File: config.mk
export PLATFORM = sky130hd
export DESIGN_NAME = tcw_ctrl
export DESIGN_NICKNAME = d
export VERILOG_FILES = /design/src/tcw_pkg.sv /design/src/tcw_ctrl.sv
export SDC_FILE = /design/constraint.sdc
export NUM_CORES = 1
export LEC_CHECK = 0
export BUFFER_PORTS_ARGS = -buffer_cell sky130_fd_sc_hd__buf_2
export CAP_MARGIN = 20
export CORE_UTILIZATION = 40
export DETAILED_ROUTE_END_ITERATION = 10
export HOLD_SLACK_MARGIN = 0.02
export PLACE_DENSITY = 0.79
export SYNTH_ARGS = -nofsm -noshare
export SYNTH_HDL_FRONTEND = slang
export SYNTH_SLANG_ARGS = --single-unit
File: constraint.sdc
create_clock -name clk -period 4.6 [get_ports clk]
set_clock_uncertainty 0.2 [all_clocks]
set_input_delay 0.69 -clock clk [delete_from_list [all_inputs] [get_ports clk]]
set_output_delay 0.69 -clock clk [all_outputs]
set_load 0.1 [all_outputs]
File: src/tcw_pkg.sv
// Package for the text console writer: screen geometry, cell codes and the
// types shared by the top level, the controller and the datapath.
// Depends on nothing.
`timescale 1ns / 1ps
`default_nettype none

package tcw_pkg;

	// Screen geometry
	localparam int COLUMNS = 80;
	localparam int ROWS    = 25;
	localparam int CELLS   = COLUMNS * ROWS;

	// Cell index widths: ADDR_W indexes the store, NXT_W also holds CELLS
	localparam int ADDR_W = $clog2(CELLS);
	localparam int NXT_W  = $clog2(CELLS + 1);
	localparam int POS_W  = 11;
	localparam int CMP_W  = (POS_W > NXT_W) ? POS_W : NXT_W;

	// Character and attribute codes
	localparam logic [7:0] SPACE_CHAR     = 8'h20;
	localparam logic [7:0] NEWLINE_CHAR   = 8'h0a;
	localparam logic [7:0] BACKSPACE_CHAR = 8'h08;
	localparam logic [7:0] RESET_ATTR     = 8'h0f;

	typedef enum logic [2:0] {
		K_PRINT    = 3'd0,
		K_PRINT_AT = 3'd1,
		K_SET      = 3'd2,
		K_CLEAR    = 3'd3,
		K_READ     = 3'd4
	} kind_t;

	typedef struct packed {
		logic [2:0]       kind;
		logic [7:0]       char_code;
		logic [POS_W-1:0] position;
	} in_item_t;

	typedef struct packed {
		logic [POS_W-1:0] cursor_pos;
		logic [7:0]       read_char;
		logic [7:0]       read_attr;
	} out_item_t;

	typedef enum logic [3:0] {
		S_INIT,
		S_IDLE,
		S_EXEC,
		S_ROW,
		S_SCROLL,
		S_FILL,
		S_CLEAR,
		S_READ,
		S_DONE
	} state_t;

	// Next-cursor selection
	typedef enum logic [2:0] {
		CUR_HOLD,
		CUR_INC,
		CUR_BACK,
		CUR_LINE,
		CUR_POS,
		CUR_ZERO
	} cur_op_t;

	// Sweep write source for the delayed write stage
	typedef enum logic [1:0] {
		SW_NONE,
		SW_COPY,
		SW_BLANK,
		SW_INIT
	} sweep_t;

	typedef struct packed {
		logic    cap;        // latch the input item
		logic    wr_char;    // write printed char at base cell
		cur_op_t cur_op;
		logic    row_clr;
		logic    row_step;
		logic    idx_clr;
		logic    idx_row;    // idx to start of bottom row
		logic    idx_inc;
		sweep_t  sweep;
		logic    rd_en;
		logic    rd_copy;    // read address from sweep index
		logic    out_load;
		logic    out_rd;     // result carries read data
	} ctl_cmd_t;

	typedef struct packed {
		logic [2:0] kind;
		logic       is_nl;
		logic       is_bs;
		logic       inc_wrap;
		logic       line_wrap;
		logic       row_done;
		logic       idx_last_copy;
		logic       idx_last_cell;
		logic       out_free;
	} ctl_stat_t;

endpackage

`default_nettype wire

File: src/tcw_ctrl.sv
// Controller state machine for the text console writer.
// Depends on tcw_pkg; drives tcw_datapath through ctl_cmd_t.
`timescale 1ns / 1ps
`default_nettype none

module tcw_ctrl (
	input  wire logic          clk,
	input  wire logic          arst_n,
	input  wire logic          in_valid,
	output logic               in_ready,
	input  wire tcw_pkg::ctl_stat_t stat,
	output tcw_pkg::ctl_cmd_t  cmd
);

	tcw_pkg::state_t state_q, state_d;

	always_ff @(posedge clk or negedge arst_n) begin
		if (!arst_n) begin
			state_q <= tcw_pkg::S_INIT;
		end else begin
			state_q <= state_d;
		end
	end

	// Next state
	always_comb begin
		state_d = state_q;
		case (state_q)
			tcw_pkg::S_INIT: begin
				if (stat.idx_last_cell) state_d = tcw_pkg::S_IDLE;
			end
			tcw_pkg::S_IDLE: begin
				if (in_valid) state_d = tcw_pkg::S_EXEC;
			end
			tcw_pkg::S_EXEC: begin
				case (stat.kind)
					tcw_pkg::K_PRINT, tcw_pkg::K_PRINT_AT: begin
						if (stat.is_nl) begin
							state_d = tcw_pkg::S_ROW;
						end else if (!stat.is_bs && stat.inc_wrap) begin
							state_d = tcw_pkg::S_SCROLL;
						end else if (stat.out_free) begin
							state_d = tcw_pkg::S_IDLE;
						end else begin
							state_d = tcw_pkg::S_DONE;
						end
					end
					tcw_pkg::K_CLEAR: state_d = tcw_pkg::S_CLEAR;
					tcw_pkg::K_READ:  state_d = tcw_pkg::S_READ;
					default: begin
						state_d = stat.out_free ? tcw_pkg::S_IDLE : tcw_pkg::S_DONE;
					end
				endcase
			end
			tcw_pkg::S_ROW: begin
				if (stat.row_done) begin
					state_d = stat.line_wrap ? tcw_pkg::S_SCROLL : tcw_pkg::S_DONE;
				end
			end
			tcw_pkg::S_SCROLL: begin
				if (stat.idx_last_copy) state_d = tcw_pkg::S_FILL;
			end
			tcw_pkg::S_FILL, tcw_pkg::S_CLEAR: begin
				if (stat.idx_last_cell) state_d = tcw_pkg::S_DONE;
			end
			tcw_pkg::S_READ, tcw_pkg::S_DONE: begin
				if (stat.out_free) state_d = tcw_pkg::S_IDLE;
			end
			default: state_d = tcw_pkg::S_IDLE;
		endcase
	end

	// Outputs
	always_comb begin
		in_ready     = 1'b0;
		cmd          = '0;
		cmd.cur_op   = tcw_pkg::CUR_HOLD;
		cmd.sweep    = tcw_pkg::SW_NONE;
		case (state_q)
			tcw_pkg::S_INIT: begin
				cmd.sweep   = tcw_pkg::SW_INIT;
				cmd.idx_inc = 1'b1;
			end
			tcw_pkg::S_IDLE: begin
				in_ready = 1'b1;
				cmd.cap  = in_valid;
			end
			tcw_pkg::S_EXEC: begin
				case (stat.kind)
					tcw_pkg::K_PRINT, tcw_pkg::K_PRINT_AT: begin
						if (stat.is_nl) begin
							cmd.row_clr = 1'b1;
						end else if (stat.is_bs) begin
							cmd.cur_op   = tcw_pkg::CUR_BACK;
							cmd.out_load = stat.out_free;
						end else begin
							cmd.wr_char  = 1'b1;
							cmd.cur_op   = tcw_pkg::CUR_INC;
							cmd.idx_clr  = stat.inc_wrap;
							cmd.out_load = stat.out_free && !stat.inc_wrap;
						end
					end
					tcw_pkg::K_SET: begin
						cmd.cur_op   = tcw_pkg::CUR_POS;
						cmd.out_load = stat.out_free;
					end
					tcw_pkg::K_CLEAR: begin
						cmd.cur_op  = tcw_pkg::CUR_ZERO;
						cmd.idx_clr = 1'b1;
					end
					tcw_pkg::K_READ: begin
						cmd.rd_en = 1'b1;
					end
					default: begin
						cmd.out_load = stat.out_free;
					end
				endcase
			end
			tcw_pkg::S_ROW: begin
				if (stat.row_done) begin
					cmd.cur_op  = tcw_pkg::CUR_LINE;
					cmd.idx_clr = stat.line_wrap;
				end else begin
					cmd.row_step = 1'b1;
				end
			end
			tcw_pkg::S_SCROLL: begin
				cmd.rd_en   = 1'b1;
				cmd.rd_copy = 1'b1;
				cmd.sweep   = tcw_pkg::SW_COPY;
				cmd.idx_inc = !stat.idx_last_copy;
				cmd.idx_row = stat.idx_last_copy;
			end
			tcw_pkg::S_FILL, tcw_pkg::S_CLEAR: begin
				cmd.sweep   = tcw_pkg::SW_BLANK;
				cmd.idx_inc = 1'b1;
			end
			tcw_pkg::S_READ: begin
				cmd.out_load = stat.out_free;
				cmd.out_rd   = 1'b1;
			end
			tcw_pkg::S_DONE: begin
				cmd.out_load = stat.out_free;
			end
			default: begin
				cmd.cur_op = tcw_pkg::CUR_HOLD;
			end
		endcase
	end

endmodule

`default_nettype wire

==> results.py <==
metrics = {
    "run_status": {
        "status": "completed",
    },
    "final_layout": {
        "largest_reg_flops": 4,
        "syn_to_final_growth_pct": 22.7,
        "final_common_cell": "buf_2",
        "nFillCells": 147,
        "register_area_um2": 100,
        "regMostFlops": "state_q",
        "antenna_cells_inserted": 0,
        "multi_input_area_um2": 524,
        "final_nets": 129,
        "drive_gt1_share_pct": 36.3,
        "top_regs": "state_q (4)",
        "layout_common_cells": "30 x buf_2, 9 x nor2_1, 5 x nand2_1, 5 x a21oi_1",
    },
    "routing": {
        "dr.pass1.iters": 4,
        "wl_per_cell_um": 14.4,
        "drcViolationCount": 0,
        "wl_mm": 1.86,
        "final_antenna_net_count": 0,
        "via_per_inst": 6.29,
        "vias": 812,
        "initialDrtViolationCount": 23,
    },
    "floorplanning": {
        "dieWidth_um": 43.2,
        "dieArea_um2": 1860,
        "std_cell_rows": 14,
        "ios": 31,
        "initial_utilization_pct": 44.0,
        "die_h_um": 43.2,
        "core-area_um2": 1540,
    },
    "logic_synthesis": {
        "synth-compound-area-share_pct": 29.9,
        "seq_area_frac_synth_pct": 14.8,
        "yosysTopAreaCellShare_pct": 14.8,
        "synth_fp_nets": 101,
        "yosys_warnings": 0,
        "ys_ff_latch": 4,
        "synth_adder_area_share_pct": 0,
        "syn_area_um2": 678,
        "yosys.area_share.simple_pct": 37.6,
        "syn_inst": 87,
        "synth_mux_area_share_pct": 8.49,
        "synth_top_family_by_area": "simple AND/OR/NAND/NOR gates",
        "synth_xor_area_share_pct": 1.29,
        "synth_edf_count": 0,
        "synth_cell_type_count": 46,
        "ys_async_sr_fraction_pct": 100,
        "yosys.area.top_type": "dfrtp_1",
        "postSynthAreaPerCell_um2": 7.79,
        "synthTopCellsByArea": "dfrtp_1 15%, nor2_1 5.0%, o31a_1 3.9%",
        "ys.flop_type": "dfrtp_1",
    },
    "global_routing": {
        "grt_pass1_wl_mm": 3.22,
        "grt_overflow": 0,
        "track_usage_pct": 21.9,
        "grt_max_degree": 21,
        "grt_pass1_vias": 690,
        "grt_antenna_before_repair": 0,
    },
    "power": {
        "ir_drop_uv": 442,
        "powerDensity_nw_per_um2": 777,
        "finalPower_uw": 646,
        "p_leak_uw": 0.000411,
    },
    "critical_path": {
        "crit_fanout": 17,
        "cp-start-kind": "flip-flop",
        "cp.required_ns": 3.71,
        "crit_path_end_kind": "output port",
        "arrival_ns": 2.29,
        "path_class": "flip-flop to output port",
    },
    "clocking": {
        "cts_tree": "done",
        "numCtsBuffers": 3,
        "clk_latency_ns": 0.23,
        "cts_resized": 0,
        "post_cts_buffers": 0,
        "ctsHoldBuffers": 0,
        "clk_pin_slew_ns": 0.04,
        "h-tree-depth": 1,
        "cts_sinks": 4,
        "clockBufferDepth": 2,
        "root_buffer": "clkbuf_4",
    },
    "place": {
        "place.gp.congestion": 0.908,
        "post-dp-hpwl_mm": 1.42,
        "io_buffers": 30,
    },
    "timing": {
        "finalSetupTns_ns": 0,
        "tightestPinTransition_ns": 0.573,
        "rsz0062_at_grt": "false",
        "fmax_mhz": 314,
        "setup_violations": 0,
        "fin_crit_ns": 3.18,
        "post-route-period-util_pct": 69.1,
        "hold_viol": 0,
        "maxSlewHeadroom_pct": 61.8,
        "slew_viol_final": 0,
    },
    "flow_run": {
        "max_cap_viol_count": 0,
    },
    "hold_path": {
        "hold_path.class": "input port to async pin",
    },
}
critical path: stages, from the launching register on:
cell	delay, ns
dfrtp_1	0.67
nand2_1	0.20
or4b_1	0.58
o22ai_1	0.16
buf_2	0.44
stage by stage:
step / instances / setup slack, ns / cell area (um2) / hold WS [ns] / util, %
floorplan: 87 / 0.0853 / 678 / 0.194 / -
global placement: 126 / 1.64 / 810 / 0.294 / 52.5
detailed placement: 126 / 1.67 / 810 / 0.298 / 52.5
CTS: 129 / 1.42 / 832 / 0.0473 / 54.0
global route: 129 / 1.15 / 832 / 0.0503 / 54.0
finish: 129 / 1.42 / 832 / 0.0518 / 54.0
worst paths after layout:
| path | end | cells after the start | slack (ns) | startpoint |
|---|---|---|---|---|
| worst max register to register | state_q[2] | 4 | 2.38 | state_q[2] |
| worst max-delay path | cmd[8] | 4 | 1.42 | state_q[1] |
| worst min register to register | state_q[0] | 1 | 0.62 | state_q[0] |
| worst min-delay path | state_q[0] | 1 | 0.05 | arst_n |
| max in group asynchronous | state_q[2] | 1 | 4.03 | arst_n |
| min in group clk | state_q[1] | 3 | 0.60 | in_valid |
cell usage after synthesis (3+ instances only):
master	number
nor2_1	9
a21oi_1	5
nand2_1	5
buf_2	4
dfrtp_1	4
inv_1	4
nand2b_1	4
nor3_1	4
o31a_1	3
or3_1	3
metal layers:
layer	routed length [um]	up-vias	GRT usage, %	share of wire (%)
met4	0	0	1.21	0
met5	0	-	0	0
met2	944	32	34.3	51
met3	95	0	5.53	5.1
met1	816	390	31.7	44
li1	-	390	-	-
cells by family after synthesis:
group / after synthesis
AOI/OAI and AO/OA: 25
muxes: 5
DFF: 4
and+or+nand+nor: 41
buffers and inverters: 11
xor gates and xnor gates: 1
power breakdown:
part | total [uW] | internal (uW) | leakage [uW] | switching [uW]
clock network | 42.5 | 29.1 | 0.0000138 | 13.3
logic | 509 | 124 | 0.000345 | 385
registers | 94.5 | 46.6 | 0.0000522 | 47.9
cell type report:
cell class / instances / share of cell area, %
multi-input combinational: 72 / 63.0
timing repair buffer: 30 / 18.0
sequential: 4 / 12.0
clock buffer: 3 / 2.71
tap: 16 / 2.41
inverter: 4 / 1.80
Power figures use the tool's default switching activity.
